`config.mk`:
```
export PLATFORM = sky130hd
export DESIGN_NAME = xml_text_entity_escaper
export DESIGN_NICKNAME = d
export VERILOG_FILES = /design/src/sv/xte_pkg.sv /design/src/sv/xte_fifo.sv /design/src/sv/xte_front.sv /design/src/sv/xte_back.sv /design/src/sv/xml_text_entity_escaper.sv
export SDC_FILE = /design/constraint.sdc
export NUM_CORES = 1
export LEC_CHECK = 0
export BUFFER_PORTS_ARGS = -buffer_cell sky130_fd_sc_hd__buf_2
export CAP_MARGIN = 30
export CELL_PAD_IN_SITES_DETAIL_PLACEMENT = 1
export CELL_PAD_IN_SITES_GLOBAL_PLACEMENT = 1
export CORE_MARGIN = 4
export CORE_UTILIZATION = 56
export CTS_CLUSTER_DIAMETER = 30
export DETAILED_ROUTE_END_ITERATION = 10
export GPL_TIMING_DRIVEN = 0
export PLACE_DENSITY_LB_ADDON = 0.1
export SYNTH_ARGS = -nofsm -noshare
export SYNTH_HDL_FRONTEND = slang
export SYNTH_HIERARCHICAL = 1
export SYNTH_SLANG_ARGS = --single-unit
```
`constraint.sdc`:
```
create_clock -name aclk -period 13.9 [get_ports aclk]
set_clock_uncertainty 0.05 [all_clocks]
set_input_delay 2.78 -clock aclk [delete_from_list [all_inputs] [get_ports aclk]]
set_output_delay 2.78 -clock aclk [all_outputs]
set_load 0.005 [all_outputs]
```
`src/sv/xte_pkg.sv`:
```
// Shared types, command codes and sizes for the XML text entity escaper.
`default_nettype none
package xte_pkg;

    localparam int FIFO_DEPTH = 4;
    localparam int FIFO_AW    = $clog2(FIFO_DEPTH);

    // command codes passed from the front part to the back part
    localparam logic [2:0] CMD_CHAR = 3'd0;
    localparam logic [2:0] CMD_LT   = 3'd1;
    localparam logic [2:0] CMD_GT   = 3'd2;
    localparam logic [2:0] CMD_AMP  = 3'd3;
    localparam logic [2:0] CMD_DEC  = 3'd4;
    localparam logic [2:0] CMD_HEX  = 3'd5;
    localparam logic [2:0] CMD_NUL  = 3'd6;

    localparam logic [1:0] MODE_NONE  = 2'd0;
    localparam logic [1:0] MODE_OTHER = 2'd1;
    localparam logic [1:0] MODE_NODE  = 2'd2;
    localparam logic [1:0] MODE_RSVD  = 2'd3;

    typedef struct packed {
        logic [2:0]  kind;
        logic [20:0] val;
        logic        last;
    } cmd_t;

endpackage
`default_nettype wire

```
`src/sv/xte_fifo.sv`:
```
// Short command queue between the classifying front and the serializing back.
`default_nettype none
module xte_fifo
    import xte_pkg::*;
(
    input  wire        aclk,
    input  wire        aresetn,
    input  wire        push,
    input  cmd_t       push_data,
    output logic       full,
    output logic       not_empty,
    input  wire        pop,
    output cmd_t       head_data
);

    cmd_t                 mem_reg [FIFO_DEPTH];
    logic [FIFO_AW-1:0]   rd_ptr_reg, rd_ptr_next;
    logic [FIFO_AW-1:0]   wr_ptr_reg, wr_ptr_next;
    logic [FIFO_AW:0]     count_reg, count_next;

    assign full      = (count_reg == (FIFO_AW+1)'(FIFO_DEPTH));
    assign not_empty = (count_reg != '0);
    assign head_data = mem_reg[rd_ptr_reg];

    always_comb begin
        rd_ptr_next = rd_ptr_reg;
        wr_ptr_next = wr_ptr_reg;
        count_next  = count_reg;
        if (push) begin
            wr_ptr_next = wr_ptr_reg + 1'b1;
        end
        if (pop) begin
            rd_ptr_next = rd_ptr_reg + 1'b1;
        end
        if (push && !pop) begin
            count_next = count_reg + 1'b1;
        end else if (pop && !push) begin
            count_next = count_reg - 1'b1;
        end
    end

    always_ff @(posedge aclk) begin
        if (!aresetn) begin
            rd_ptr_reg <= '0;
            wr_ptr_reg <= '0;
            count_reg  <= '0;
        end else begin
            rd_ptr_reg <= rd_ptr_next;
            wr_ptr_reg <= wr_ptr_next;
            count_reg  <= count_next;
        end
    end

    always_ff @(posedge aclk) begin
        if (push) begin
            mem_reg[wr_ptr_reg] <= push_data;
        end
    end

`ifndef SYNTHESIS
    a_no_overflow: assert property (@(posedge aclk) disable iff (!aresetn)
        push |-> (!full || pop))
        else $error("command pushed into full queue");
    a_no_underflow: assert property (@(posedge aclk) disable iff (!aresetn)
        pop |-> not_empty)
        else $error("command popped from empty queue");
    a_count_range: assert property (@(posedge aclk) disable iff (!aresetn)
        count_reg <= (FIFO_AW+1)'(FIFO_DEPTH))
        else $error("queue count out of range");
`endif

endmodule
`default_nettype wire

```
`src/sv/xte_front.sv`:
```
// Front part: accepts items, collects UTF-8 sequences and issues escape commands.
`default_nettype none
module xte_front
    import xte_pkg::*;
(
    input  wire        aclk,
    input  wire        aresetn,
    input  wire        s_valid,
    output logic       s_ready,
    input  wire        s_kind,
    input  wire  [7:0] s_data_byte,
    input  wire        cfg_we,
    input  wire  [1:0] cfg_wdata,
    input  wire        fifo_full,
    output logic       push,
    output cmd_t       push_data
);

    logic [1:0] mode_reg;
    logic       busy_reg, busy_next;
    logic       at_end_reg, at_end_next;
    logic [7:0] pend_q_reg [4];
    logic [7:0] pend_q_next [4];
    logic [2:0] pend_len_reg, pend_len_next;
    logic [7:0] seq_bytes_reg [4];
    logic [7:0] seq_bytes_next [4];
    logic [2:0] seq_count_reg, seq_count_next;
    logic [2:0] seq_need_reg, seq_need_next;
    cmd_t       hold_reg, hold_next;
    logic       hold_v_reg, hold_v_next;

    logic       step;
    logic [7:0] b;
    logic       node_mode, doc_on;
    logic [7:0] rest [4];
    logic [7:0] sb_n [4];
    logic [2:0] cnt_n;
    logic [20:0] v;
    logic       new_v;
    cmd_t       new_cmd;
    logic       do_rej;
    logic [7:0] rej_sb [4];
    logic [2:0] rej_cnt;
    logic [7:0] rej_rest [4];
    logic [2:0] rej_rlen;
    logic [2:0] jdx;
    logic [3:0] tot;
    logic       done;

    function automatic logic is_xml_char(input logic [20:0] x);
        if (x < 21'h100) begin
            return (x == 21'h9) || (x == 21'hA) || (x == 21'hD) || (x >= 21'h20);
        end
        return (x <= 21'hD7FF) || (x >= 21'hE000 && x <= 21'hFFFD) ||
               (x >= 21'h10000 && x <= 21'h10FFFF);
    endfunction

    assign s_ready   = !busy_reg;
    assign node_mode = (mode_reg == MODE_NODE);
    assign doc_on    = (mode_reg != MODE_NONE);
    assign step      = busy_reg && !fifo_full;

    always_comb begin
        busy_next      = busy_reg;
        at_end_next    = at_end_reg;
        pend_q_next    = pend_q_reg;
        pend_len_next  = pend_len_reg;
        seq_bytes_next = seq_bytes_reg;
        seq_count_next = seq_count_reg;
        seq_need_next  = seq_need_reg;
        hold_next      = hold_reg;
        hold_v_next    = hold_v_reg;
        push           = 1'b0;
        push_data      = hold_reg;
        new_v          = 1'b0;
        new_cmd        = '0;
        do_rej         = 1'b0;
        done           = 1'b0;
        b              = pend_q_reg[0];
        rest[0]        = pend_q_reg[1];
        rest[1]        = pend_q_reg[2];
        rest[2]        = pend_q_reg[3];
        rest[3]        = 8'h00;
        sb_n           = seq_bytes_reg;
        sb_n[seq_count_reg[1:0]] = b;
        cnt_n          = seq_count_reg + 3'd1;
        rej_sb         = seq_bytes_reg;
        rej_cnt        = seq_count_reg;
        rej_rest       = rest;
        rej_rlen       = 3'd0;
        jdx            = 3'd0;
        tot            = 4'd0;
        v              = '0;
        unique case (seq_need_reg)
            3'd2:    v = {10'd0, sb_n[0][4:0], sb_n[1][5:0]};
            3'd3:    v = {5'd0, sb_n[0][3:0], sb_n[1][5:0], sb_n[2][5:0]};
            default: v = {sb_n[0][2:0], sb_n[1][5:0], sb_n[2][5:0], sb_n[3][5:0]};
        endcase

        if (s_valid && s_ready) begin
            busy_next = 1'b1;
            if (s_kind) begin
                at_end_next   = 1'b1;
                pend_len_next = 3'd0;
            end else begin
                at_end_next    = 1'b0;
                pend_q_next[0] = s_data_byte;
                pend_len_next  = 3'd1;
            end
        end else if (step) begin
            if (pend_len_reg != 3'd0) begin
                pend_q_next   = rest;
                pend_len_next = pend_len_reg - 3'd1;
                if (seq_need_reg != 3'd0) begin
                    seq_bytes_next = sb_n;
                    seq_count_next = cnt_n;
                    if (cnt_n >= seq_need_reg) begin
                        if (is_xml_char(v)) begin
                            new_v          = 1'b1;
                            new_cmd.kind   = CMD_HEX;
                            new_cmd.val    = v;
                            seq_count_next = 3'd0;
                            seq_need_next  = 3'd0;
                        end else begin
                            do_rej   = 1'b1;
                            rej_sb   = sb_n;
                            rej_cnt  = cnt_n;
                            rej_rlen = pend_len_reg - 3'd1;
                        end
                    end
                end else if (b == 8'h3C) begin
                    new_v = 1'b1;
                    new_cmd.kind = CMD_LT;
                end else if (b == 8'h3E) begin
                    new_v = 1'b1;
                    new_cmd.kind = CMD_GT;
                end else if (b == 8'h26) begin
                    new_v = 1'b1;
                    new_cmd.kind = CMD_AMP;
                end else if ((b >= 8'h20 && b < 8'h80) || b == 8'h0A || b == 8'h09 ||
                             (node_mode && b == 8'h0D)) begin
                    new_v = 1'b1;
                    new_cmd.kind = CMD_CHAR;
                    new_cmd.val  = {13'd0, b};
                end else if (b >= 8'h80) begin
                    if (doc_on) begin
                        new_v = 1'b1;
                        new_cmd.kind = CMD_CHAR;
                        new_cmd.val  = {13'd0, b};
                    end else if (b < 8'hC0 || b >= 8'hF8) begin
                        new_v = 1'b1;
                        new_cmd.kind = CMD_DEC;
                        new_cmd.val  = {13'd0, b};
                    end else begin
                        seq_bytes_next[0] = b;
                        seq_count_next    = 3'd1;
                        seq_need_next     = (b < 8'hE0) ? 3'd2 : ((b < 8'hF0) ? 3'd3 : 3'd4);
                    end
                end else if (b == 8'h0D) begin
                    new_v = 1'b1;
                    new_cmd.kind = CMD_DEC;
                    new_cmd.val  = 21'd13;
                end
            end else if (at_end_reg && seq_need_reg != 3'd0) begin
                // flush an incomplete sequence as invalid
                do_rej = 1'b1;
            end else if (at_end_reg) begin
                new_v        = 1'b1;
                new_cmd.kind = CMD_NUL;
                at_end_next  = 1'b0;
            end else begin
                done = 1'b1;
            end
        end

        if (do_rej) begin
            for (int k = 0; k < 4; k++) begin
                jdx = 3'(k) - (rej_cnt - 3'd1);
                if (3'(k) + 3'd1 < rej_cnt) begin
                    pend_q_next[k] = rej_sb[k+1];
                end else begin
                    pend_q_next[k] = rej_rest[jdx[1:0]];
                end
            end
            tot            = {1'b0, rej_cnt - 3'd1} + {1'b0, rej_rlen};
            pend_len_next  = (tot > 4'd4) ? 3'd4 : tot[2:0];
            seq_count_next = 3'd0;
            seq_need_next  = 3'd0;
            new_v          = 1'b1;
            new_cmd.kind   = CMD_DEC;
            new_cmd.val    = {13'd0, rej_sb[0]};
        end

        // hold the newest command until we know whether it ends the item
        if (new_v) begin
            push        = hold_v_reg;
            push_data   = hold_reg;
            hold_next   = new_cmd;
            hold_v_next = 1'b1;
        end else if (done) begin
            push           = hold_v_reg;
            push_data      = hold_reg;
            push_data.last = 1'b1;
            hold_v_next    = 1'b0;
            busy_next      = 1'b0;
        end
    end

    always_ff @(posedge aclk) begin
        if (!aresetn) begin
            mode_reg      <= MODE_NONE;
            busy_reg      <= 1'b0;
            at_end_reg    <= 1'b0;
            pend_len_reg  <= '0;
            seq_count_reg <= '0;
            seq_need_reg  <= '0;
            hold_v_reg    <= 1'b0;
        end else begin
            if (cfg_we) begin
                mode_reg <= (cfg_wdata == MODE_RSVD) ? MODE_OTHER : cfg_wdata;
            end
            busy_reg      <= busy_next;
            at_end_reg    <= at_end_next;
            pend_len_reg  <= pend_len_next;
            seq_count_reg <= seq_count_next;
            seq_need_reg  <= seq_need_next;
            hold_v_reg    <= hold_v_next;
        end
    end

    always_ff @(posedge aclk) begin
        pend_q_reg    <= pend_q_next;
        seq_bytes_reg <= seq_bytes_next;
        hold_reg      <= hold_next;
    end

endmodule
`default_nettype wire

```
`src/sv/xte_back.sv`:
```
// Back part: expands commands into bytes, one per cycle unless stalled.
`default_nettype none
module xte_back
    import xte_pkg::*;
(
    input  wire        aclk,
    input  wire        aresetn,
    input  wire        fifo_valid,
    input  cmd_t       fifo_data,
    output logic       pop,
    output logic       m_valid,
    input  wire        m_ready,
    output logic [7:0] m_out_byte,
    output logic       m_string_end,
    output logic       m_run_last
);

    cmd_t       cur_reg;
    logic       cur_v_reg;
    logic [3:0] idx_reg;
    logic       m_valid_reg;
    logic [7:0] m_out_byte_reg;
    logic       m_string_end_reg;
    logic       m_run_last_reg;

    logic        can_emit, fin;
    logic [3:0]  len;
    logic [7:0]  ch;
    logic [7:0]  dv;
    logic [1:0]  hund;
    logic [7:0]  rem;
    logic [15:0] tprod;
    logic [3:0]  tens, ones;
    logic [1:0]  nd;
    logic [3:0]  dig [3];
    logic [1:0]  dsel;
    logic [2:0]  nh;
    logic [3:0]  nib;
    logic [2:0]  hpos;
    logic [3:0]  p;

    function automatic logic [7:0] hex_ascii(input logic [3:0] n);
        return (n < 4'd10) ? (8'h30 + {4'd0, n}) : (8'h37 + {4'd0, n});
    endfunction

    assign dv    = cur_reg.val[7:0];
    assign hund  = (dv >= 8'd200) ? 2'd2 : ((dv >= 8'd100) ? 2'd1 : 2'd0);
    assign rem   = dv - (8'(hund) * 8'd100);
    assign tprod = {9'd0, rem[6:0]} * 16'd205;
    assign tens  = tprod[14:11];
    assign ones  = 4'(rem - (8'(tens) * 8'd10));
    assign nd    = (dv >= 8'd100) ? 2'd3 : ((dv >= 8'd10) ? 2'd2 : 2'd1);
    assign dig[0] = {2'd0, hund};
    assign dig[1] = tens;
    assign dig[2] = ones;

    assign nh = cur_reg.val[20]              ? 3'd6 :
                (cur_reg.val[19:16] != 4'd0) ? 3'd5 :
                (cur_reg.val[15:12] != 4'd0) ? 3'd4 :
                (cur_reg.val[11:8]  != 4'd0) ? 3'd3 :
                (cur_reg.val[7:4]   != 4'd0) ? 3'd2 : 3'd1;

    always_comb begin
        len  = 4'd1;
        ch   = 8'h00;
        p    = 4'd0;
        dsel = 2'd0;
        hpos = 3'd0;
        nib  = 4'd0;
        unique case (cur_reg.kind)
            CMD_CHAR: begin
                len = 4'd1;
                ch  = cur_reg.val[7:0];
            end
            CMD_LT, CMD_GT: begin
                len = 4'd4;
                case (idx_reg)
                    4'd0:    ch = 8'h26;
                    4'd1:    ch = (cur_reg.kind == CMD_LT) ? 8'h6C : 8'h67;
                    4'd2:    ch = 8'h74;
                    default: ch = 8'h3B;
                endcase
            end
            CMD_AMP: begin
                len = 4'd5;
                case (idx_reg)
                    4'd0:    ch = 8'h26;
                    4'd1:    ch = 8'h61;
                    4'd2:    ch = 8'h6D;
                    4'd3:    ch = 8'h70;
                    default: ch = 8'h3B;
                endcase
            end
            CMD_DEC: begin
                len = 4'd3 + {2'd0, nd};
                p   = idx_reg - 4'd2;
                dsel = 2'd3 - nd + p[1:0];
                if (idx_reg == 4'd0) begin
                    ch = 8'h26;
                end else if (idx_reg == 4'd1) begin
                    ch = 8'h23;
                end else if (idx_reg == len - 4'd1) begin
                    ch = 8'h3B;
                end else begin
                    ch = 8'h30 + {4'd0, dig[dsel]};
                end
            end
            CMD_HEX: begin
                len  = 4'd4 + {1'b0, nh};
                p    = idx_reg - 4'd3;
                hpos = nh - 3'd1 - p[2:0];
                case (hpos)
                    3'd0:    nib = cur_reg.val[3:0];
                    3'd1:    nib = cur_reg.val[7:4];
                    3'd2:    nib = cur_reg.val[11:8];
                    3'd3:    nib = cur_reg.val[15:12];
                    3'd4:    nib = cur_reg.val[19:16];
                    default: nib = {3'd0, cur_reg.val[20]};
                endcase
                if (idx_reg == 4'd0) begin
                    ch = 8'h26;
                end else if (idx_reg == 4'd1) begin
                    ch = 8'h23;
                end else if (idx_reg == 4'd2) begin
                    ch = 8'h78;
                end else if (idx_reg == len - 4'd1) begin
                    ch = 8'h3B;
                end else begin
                    ch = hex_ascii(nib);
                end
            end
            default: begin
                len = 4'd1;
                ch  = 8'h00;
            end
        endcase
    end

    assign can_emit = !m_valid_reg || m_ready;
    assign fin      = cur_v_reg && can_emit && (idx_reg == len - 4'd1);
    assign pop      = fifo_valid && (!cur_v_reg || fin);

    always_ff @(posedge aclk) begin
        if (!aresetn) begin
            cur_v_reg   <= 1'b0;
            idx_reg     <= '0;
            m_valid_reg <= 1'b0;
        end else begin
            if (pop) begin
                cur_v_reg <= 1'b1;
                idx_reg   <= '0;
            end else if (fin) begin
                cur_v_reg <= 1'b0;
            end else if (cur_v_reg && can_emit) begin
                idx_reg <= idx_reg + 4'd1;
            end
            if (can_emit) begin
                m_valid_reg <= cur_v_reg;
            end
        end
    end

    always_ff @(posedge aclk) begin
        if (pop) begin
            cur_reg <= fifo_data;
        end
        if (can_emit && cur_v_reg) begin
            m_out_byte_reg   <= ch;
            m_string_end_reg <= (cur_reg.kind == CMD_NUL);
            m_run_last_reg   <= cur_reg.last && (idx_reg == len - 4'd1);
        end
    end

    assign m_valid      = m_valid_reg;
    assign m_out_byte   = m_out_byte_reg;
    assign m_string_end = m_string_end_reg;
    assign m_run_last   = m_run_last_reg;

endmodule
`default_nettype wire

```
`src/sv/xml_text_entity_escaper.sv`:
```
// Top level of the XML text entity escaper.
// Escapes a text byte stream for XML: '<' '>' '&' become entities, CR
// outside node mode becomes a decimal reference, and with no document
// mode invalid UTF-8 lead bytes become decimal references and valid
// UTF-8 sequences become upper-case hex character references. The front
// part takes one item at a time, examines the input byte plus any bytes
// requeued after a rejected sequence, then closes the item; it stalls
// while the queue is full. The back part writes one output byte per
// cycle while m_ready allows; a four-entry command queue lets the front
// run ahead. The user must write doc_mode through cfg_we/cfg_wdata while
// the block is idle; it is not enforced. A value of 3 acts as 1.
`default_nettype none
module xml_text_entity_escaper
    import xte_pkg::*;
(
    input  wire        aclk,
    input  wire        aresetn,
    input  wire        cfg_we,
    input  wire  [1:0] cfg_wdata,
    input  wire        s_valid,
    output logic       s_ready,
    input  wire        s_kind,
    input  wire  [7:0] s_data_byte,
    output logic       m_valid,
    input  wire        m_ready,
    output logic [7:0] m_out_byte,
    output logic       m_string_end,
    output logic       m_run_last
);

    logic fifo_full, fifo_valid, push, pop;
    cmd_t push_data, head_data;

    xte_front u_front (
        .aclk        (aclk),
        .aresetn     (aresetn),
        .s_valid     (s_valid),
        .s_ready     (s_ready),
        .s_kind      (s_kind),
        .s_data_byte (s_data_byte),
        .cfg_we      (cfg_we),
        .cfg_wdata   (cfg_wdata),
        .fifo_full   (fifo_full),
        .push        (push),
        .push_data   (push_data)
    );

    xte_fifo u_fifo (
        .aclk      (aclk),
        .aresetn   (aresetn),
        .push      (push),
        .push_data (push_data),
        .full      (fifo_full),
        .not_empty (fifo_valid),
        .pop       (pop),
        .head_data (head_data)
    );

    xte_back u_back (
        .aclk         (aclk),
        .aresetn      (aresetn),
        .fifo_valid   (fifo_valid),
        .fifo_data    (head_data),
        .pop          (pop),
        .m_valid      (m_valid),
        .m_ready      (m_ready),
        .m_out_byte   (m_out_byte),
        .m_string_end (m_string_end),
        .m_run_last   (m_run_last)
    );

endmodule
`default_nettype wire

```
; Word-level counts from Yosys, hierarchy flattened
; Memories as Yosys holds them, arrays and structs flattened. A register that Yosys moved wholly into a read port is not among the register bits.
; Cells that the tools add are included.
[word_totals]
ram_bits = 100
word_cells = 400
latch_bits = 0
rom_bits = 0
ff_bits = 125
n_memories = 1
[classes]
multipliers = 3
add_sub_neg = 29
eq_ne = 42
n_div = 0
n_shift = 0
bitwise = 11
reduce_logical = 64
magnitude_cmp = 31
mux = 191
[mem_list]
columns = name, words, word_bits, rd, rd_ports_with_merged_regs, write_ports, line
row1 = u_fifo.mem_reg, 4, 25, 1, 1, 1, xte_fifo.sv:16  ; cmd_t mem_reg [FIFO_DEPTH];
[ops]
columns = operator, count
row1 = 32-bit two-way mux, 9
row2 = 24-bit two-way mux, 11
row3 = 8-bit two-way mux, 32
row4 = 3-bit two-way mux, 51
row5 = 21-bit two-way mux, 4
row6 = 8-bit binary-select mux with 2-bit select, 4
row7 = "21-bit by 4-bit == test with 1-bit output, second input constant", 3
row8 = 1-bit two-way mux, 62
row9 = "21-bit by 16-bit less-or-equal comparator with 1-bit output, second input constant", 2
row10 = 21-bit one-hot mux with 2 select lines, 1
row11 = 8-bit one-hot mux with 5 select lines, 1
row12 = 32-bit bitwise mux, 1
row13 = "8-bit < comparator, second input constant", 4
row14 = 7-bit one-hot mux with 4 select lines, 1
row15 = "8-bit by 4-bit == test with 1-bit output, second input constant", 3
row16 = "8-bit by 6-bit == test with 1-bit output, second input constant", 3
row17 = "8-bit greater-or-equal comparator, second input constant", 3
row18 = 8-bit one-hot mux with 3 select lines, 1
row19 = "6-bit by 4-bit adder with 7-bit output, first input constant", 3
row20 = "21-bit by 16-bit greater-or-equal comparator with 1-bit output, second input constant", 1
row21 = "21-bit by 17-bit greater-or-equal comparator with 1-bit output, second input constant", 1
row22 = "21-bit by 6-bit greater-or-equal comparator with 1-bit output, second input constant", 1
row23 = "21-bit less-or-equal comparator, second input constant", 1
row24 = "21-bit by 9-bit < comparator with 1-bit output, second input constant", 1
row25 = other kinds (64), 167

; Logic depth before layout (Yosys ltp)
[depth]
depth_word = 34
depth_mapped = 29

; Hierarchy
; Netlist, hierarchy kept.
[modules_own_cells]
columns = mod, area_per_inst_um2, instances, seq_area_each_um2, cells_per_inst
row1 = xte_front, 7050.5, 1, 2922.8, 738
row2 = xte_fifo, 4097.7, 1, 3183.1, 174
row3 = xte_back, 3946.3, 1, 1171.1, 410

; Worst setup path after synthesis
; No wires, ideal clock.
[synth_path]
kind = register to register
from = register, netlist name u_back/cur_reg[4]
to = register u_back.m_out_byte_reg[3], in the netlist u_back/m_out_byte[3] (data pin)
path_stages_with_launch = 26
arrival_ns = 6.116
setup_slack_ns = 7.472
t_required_ns = 13.588
setup_ns = 0.262
cell_sequence = edfxtp_1 > or3_4 > a21oi_1 > nor2_1 > ha_1 > fa_1 > nand2b_1 > a21oi_1 > xnor2_1 > ha_1 > ha_1 > fa_1 > inv_1 > fa_1 > inv_1 > ha_1 > a211oi_1 > a2111o_1 > o211a_1 > xnor2_1 > fa_1 > xor2_1 > and3_1 > or4_1 > nand3_1 > nand3_1
[synth_via]
elab_chain_len = 16
[synth_lines]
columns = element, line
row1 = 8-bit by 7-bit greater-or-equal comparator with 1-bit output, "xte_back.sv:47, xte_back.sv:52"
row2 = 1-bit two-way mux, xte_back.sv:47  ; assign hund = (dv >= 8'd200) ? 2'd2 : ((dv >= 8'd100) ? 2'd1 : 2'd0);
row3 = 2-bit two-way mux, xte_back.sv:47
row4 = 2-bit by 5-bit multiplier with 5-bit output, xte_back.sv:48  ; assign rem = dv - (8'(hund) * 8'd100);
row5 = 7-bit subtractor, xte_back.sv:48
row6 = 7-bit by 8-bit multiplier with 15-bit output, xte_back.sv:49  ; assign tprod = {9'd0, rem[6:0]} * 16'd205;
row7 = 4-bit by 3-bit multiplier with 3-bit output, xte_back.sv:51  ; assign ones = 4'(rem - (8'(tens) * 8'd10));
row8 = 4-bit subtractor, xte_back.sv:51
row9 = 4-bit binary-select mux with 2-bit select, xte_back.sv:105  ; ch = 8'h30 + {4'd0, dig[dsel]};
row10 = 4-bit two-way mux (implied by the code) (2 in a row), xte_back.sv:105
row11 = 6-bit by 4-bit adder with 7-bit output, xte_back.sv:105
row12 = 8-bit two-way mux, xte_back.sv:102  ; end else if (idx_reg == len - 4'd1) begin
row13 = 8-bit two-way mux, xte_back.sv:100  ; end else if (idx_reg == 4'd1) begin
row14 = 8-bit two-way mux, xte_back.sv:98  ; if (idx_reg == 4'd0) begin
row15 = 8-bit one-hot mux with 5 select lines *, xte_back.sv:70  ; unique case (cur_reg.kind)
row16 = via u_back.ch[3], xte_back.sv:28  ; logic [7:0] ch;
row17 = to (signal assigned), xte_back.sv:168  ; m_out_byte_reg <= ch;
row18 = to (decl), xte_back.sv:22  ; logic [7:0] m_out_byte_reg;
; The timed path passes the listed nets; every way through them passes the cells marked *. The select of a mux whose other input is x is not followed.
; A chain may end at the register's enable or synchronous reset.

; Worst setup path in the final report
[layout_path]
from = register u_front.seq_count_reg[0]
to = register u_front.pend_len_reg[0]
[layout_via]
elab_chain_len = 31
[layout_lines]
columns = element, line
row1 = from (decl), xte_front.sv:27  ; logic [2:0] seq_count_reg, seq_count_next;
row2 = from (signal assigned), xte_front.sv:225  ; seq_count_reg <= seq_count_next;
row3 = 2-bit NOT with 3-bit output (implied by the code), xte_front.sv:85  ; sb_n[seq_count_reg[1:0]] = b;
row4 = 3-bit greater-or-equal comparator (implied by the code) or 3-bit by 1-bit < comparator with 1-bit output (tied branches), xte_front.sv:85
row5 = 1-bit logical AND (implied by the code), xte_front.sv:85
row6 = 8-bit two-way mux (implied by the code), xte_front.sv:85
row7 = 8-bit demux with 2-bit select, xte_front.sv:85
row8 = 32-bit bitwise mux, xte_front.sv:85
row9 = 21-bit one-hot mux with 2 select lines, xte_front.sv:94  ; unique case (seq_need_reg)
row10 = 21-bit by 9-bit < comparator with 1-bit output, xte_front.sv:51  ; if (x < 21'h100) begin
row11 = [... 15 more ...], -
row12 = 3-bit two-way mux, xte_front.sv:111  ; if (pend_len_reg != 3'd0) begin
row13 = 3-bit two-way mux, xte_front.sv:110  ; end else if (step) begin
row14 = 3-bit two-way mux, xte_front.sv:100  ; if (s_valid && s_ready) begin
row15 = 3-bit by 1-bit subtractor with 3-bit output, -
row16 = 3-bit by 3-bit adder with 4-bit output, xte_front.sv:185  ; tot = {1'b0, rej_cnt - 3'd1} + {1'b0, rej_rlen};
row17 = 4-bit by 3-bit greater-than comparator with 1-bit output, xte_front.sv:186  ; pend_len_next = (tot > 4'd4) ? 3'd4 : tot[2:0];
row18 = 3-bit two-way mux, xte_front.sv:186
row19 = 3-bit two-way mux, xte_front.sv:176  ; if (do_rej) begin
row20 = to (signal assigned), xte_front.sv:224  ; pend_len_reg <= pend_len_next;
row21 = to (decl), xte_front.sv:24  ; logic [2:0] pend_len_reg, pend_len_next;
; Several ways; a longest one is shown, not always the timed one. The select of a mux whose other input is x is not followed.

==> impl_metrics.tcl <==
set metrics [dict create \
    relSlewSlack_pct 34.8 \
    antenna_left 0 \
    cts_hold_buf 0 \
    r2r_cells 25 \
    drive_above_1_share_pct 18.2 \
    post-cts-setup-buffers 0 \
    max_slew.worst_pin.slew_ps 968 \
    most-common-layout-cells "edfxtp_1, nand2_1, nor2_1" \
    fin_setup_tns_ps 0 \
    rsz0062_at_grt "no" \
    cts_tree "yes" \
    clock-root-buffer "clkbuf_16" \
    postCtsResizedCells 0 \
    synth_area_mm2 0.0151 \
    num_rows 59 \
    period_needed_ps 8640 \
    final_hold_viol_count 0 \
    yosysSeqAreaShare_pct 48.2 \
    slew_violations 0 \
    grt_pass1_vias 13300 \
    cap_violations 0 \
    drc 0 \
    ys_ff_latch 252 \
    syn_to_final_growth_pct 17.4 \
    largest_register_ffs 100 \
    clk_latency_ps 570 \
    nFillCells 2623 \
    numPortBuffers 27 \
    grt_antenna_before_repair 0 \
    syn-instance-count 1322 \
    final_nets 1511 \
    synth_nets 1418 \
    grtUsageTotal_pct 36.3 \
    min_path_type "reg2reg" \
    drt_iter0_drc 1331 \
    async_flop_share_pct 0 \
    critPathMaxFanout 11 \
    vias 12500 \
    viasPerCell 6.96 \
    initial_utilization_pct 57.4 \
    min_path_cells 1 \
    first_pass_iters 5 \
    gp_congestion 0.924 \
    grt_overflow_total 0 \
    setup_viol 0 \
    grt_pass1_wl_um 81700 \
    dp_hpwl_um 34100 \
    antenna_cells 0 \
    io_pins 28 \
    cts_sinks 252 \
    status "finished clean" \
    critPathKind "reg2reg" \
    endpoint_kind "flip-flop" \
    dieArea_mm2 0.0296 \
    path_clk_slew_ps 50 \
    h-tree-depth 2 \
    synth-edff-count 223 \
    fin_crit_sh_pct 62.1 \
    cts_buffers 55 \
    core_mm2 0.0263 \
    yosysWarningCount 6 \
    grt_start_max_net_pins 30 \
    die-height_um 172 \
    avgSynthCellArea_um2 11.4 \
    synthDistinctLibCells 97 \
    layout_commonest_cell "edfxtp_1" \
    dominantRegCellSynth "edfxtp_1" \
    start_kind "flip-flop" \
    drt_wl_total_um 53400 \
    cp.arrival_ps 9080 \
    crit_required_ps 14350 \
    cts_max_path_buffers 3 \
    chipWidth_um 172 \
    whs_ps 461 \
    max_freq_ghz 0.116 \
    post_drt_wl_per_cell_um 29.7 \
]
path summary, 6_finish.rpt:
check	from	end	slack (ps)
worst max-delay path	u_front/seq_count_reg[0]$_SDFFE_PP0P_	u_front/pend_len_reg[0]$_SDFFE_PN0P_	5260
worst min-delay path	u_front/pend_len_reg[1]$_SDFFE_PN0P_	u_front/pend_len_reg[1]$_SDFFE_PN0P_	460
worst max register to register	u_front/seq_count_reg[0]$_SDFFE_PP0P_	u_front/pend_len_reg[0]$_SDFFE_PN0P_	5260
worst min register to register	u_front/pend_len_reg[1]$_SDFFE_PN0P_	u_front/pend_len_reg[1]$_SDFFE_PN0P_	460
per-stage QoR:
stage                     cell area, um2  instances  utilization [%]  setup WS (ps)
after floorplan                    15100       1322                -           7470
after global placement             15600       1684             59.5           6090
after detailed placement           15800       1693             60.2           5930
after CTS                          17700       1797             67.4           5620
after global routing               17700       1797             67.4           4930
final                              17700       1797             67.4           5260
routing by layer:
layer,vias to the layer above,track usage [%],share of wire [%]
li1,5219,-,-
met1,6265,42.3,36
met2,786,64.2,50
met3,239,6.42,7.3
met4,0,19.2,6.4
met5,-,0,0
critical path: stages (launching register included):
cell      delay, ps
dfxtp_1         370
inv_1           180
ha_1            180
buf_4           170
buf_2           310
mux2i_1         700
nand3_1         160
nor4_1          370
o221ai_1        270
o22a_2          350
inv_4           150
ha_1            260
mux2i_1         680
inv_2           270
buf_1           420
ha_1            430
clkbuf_1        430
clkinv_1        450
clkbuf_1        380
fa_1            600
nor2_1          190
o21ai_0         110
a211oi_1        450
nand2_1         140
o221ai_1        240
o311a_1         220
Yosys cell counts (10+ instances only):
cell / n / area share [%]
nor3_1: 30 / 0.99
edfxtp_1: 223 / 44
fa_1: 12 / 1.6
mux2i_1: 64 / 4.2
o211ai_1: 10 / 0.50
ha_1: 68 / 5.6
dfxtp_1: 29 / 3.8
nand2_1: 133 / 3.3
nor4_1: 13 / 0.54
xnor2_1: 12 / 0.70
a22oi_1: 23 / 1.1
buf_2: 12 / 0.40
a31oi_1: 16 / 0.66
a21oi_1: 54 / 1.8
inv_1: 68 / 1.7
o22ai_1: 17 / 0.70
o21ai_0: 30 / 0.99
xor2_1: 13 / 0.75
mux2_2: 33 / 2.5
and2_1: 17 / 0.70
nor2_1: 107 / 2.7
clkbuf_1: 43 / 1.1
nor2b_1: 11 / 0.46
o21ai_1: 17 / 0.56
nand3_1: 24 / 0.80
mux4_2: 24 / 3.6
area by class of cell:
type,instances,area [um2],share of cell area [%]
multi-input cells,925,7160,40.4
flip-flops and latches,252,7280,41.1
clock inverters,45,482,2.72
inverters,75,284,1.60
repair buffers,36,302,1.70
plain buffers,70,383,2.16
well taps,335,419,2.36
clock buffers,59,1410,7.97
cell families after synthesis:
| kind of cell | Yosys count | synth area share, % |
|---|---|---|
| XOR/XNOR | 26 | 1.60 |
| flip-flops | 252 | 48.2 |
| adder cells (fa/ha/maj) | 80 | 7.23 |
| AO/OA/AOI/OAI | 279 | 13.1 |
| buffers and inverters | 145 | 4.42 |
| multiplexers | 137 | 12.2 |
| AND/OR/NAND/NOR | 403 | 13.2 |
Power is left out: the tool's default activity adds up to more than one toggle a clock period on the data nets, which glitch-free logic cannot reach.
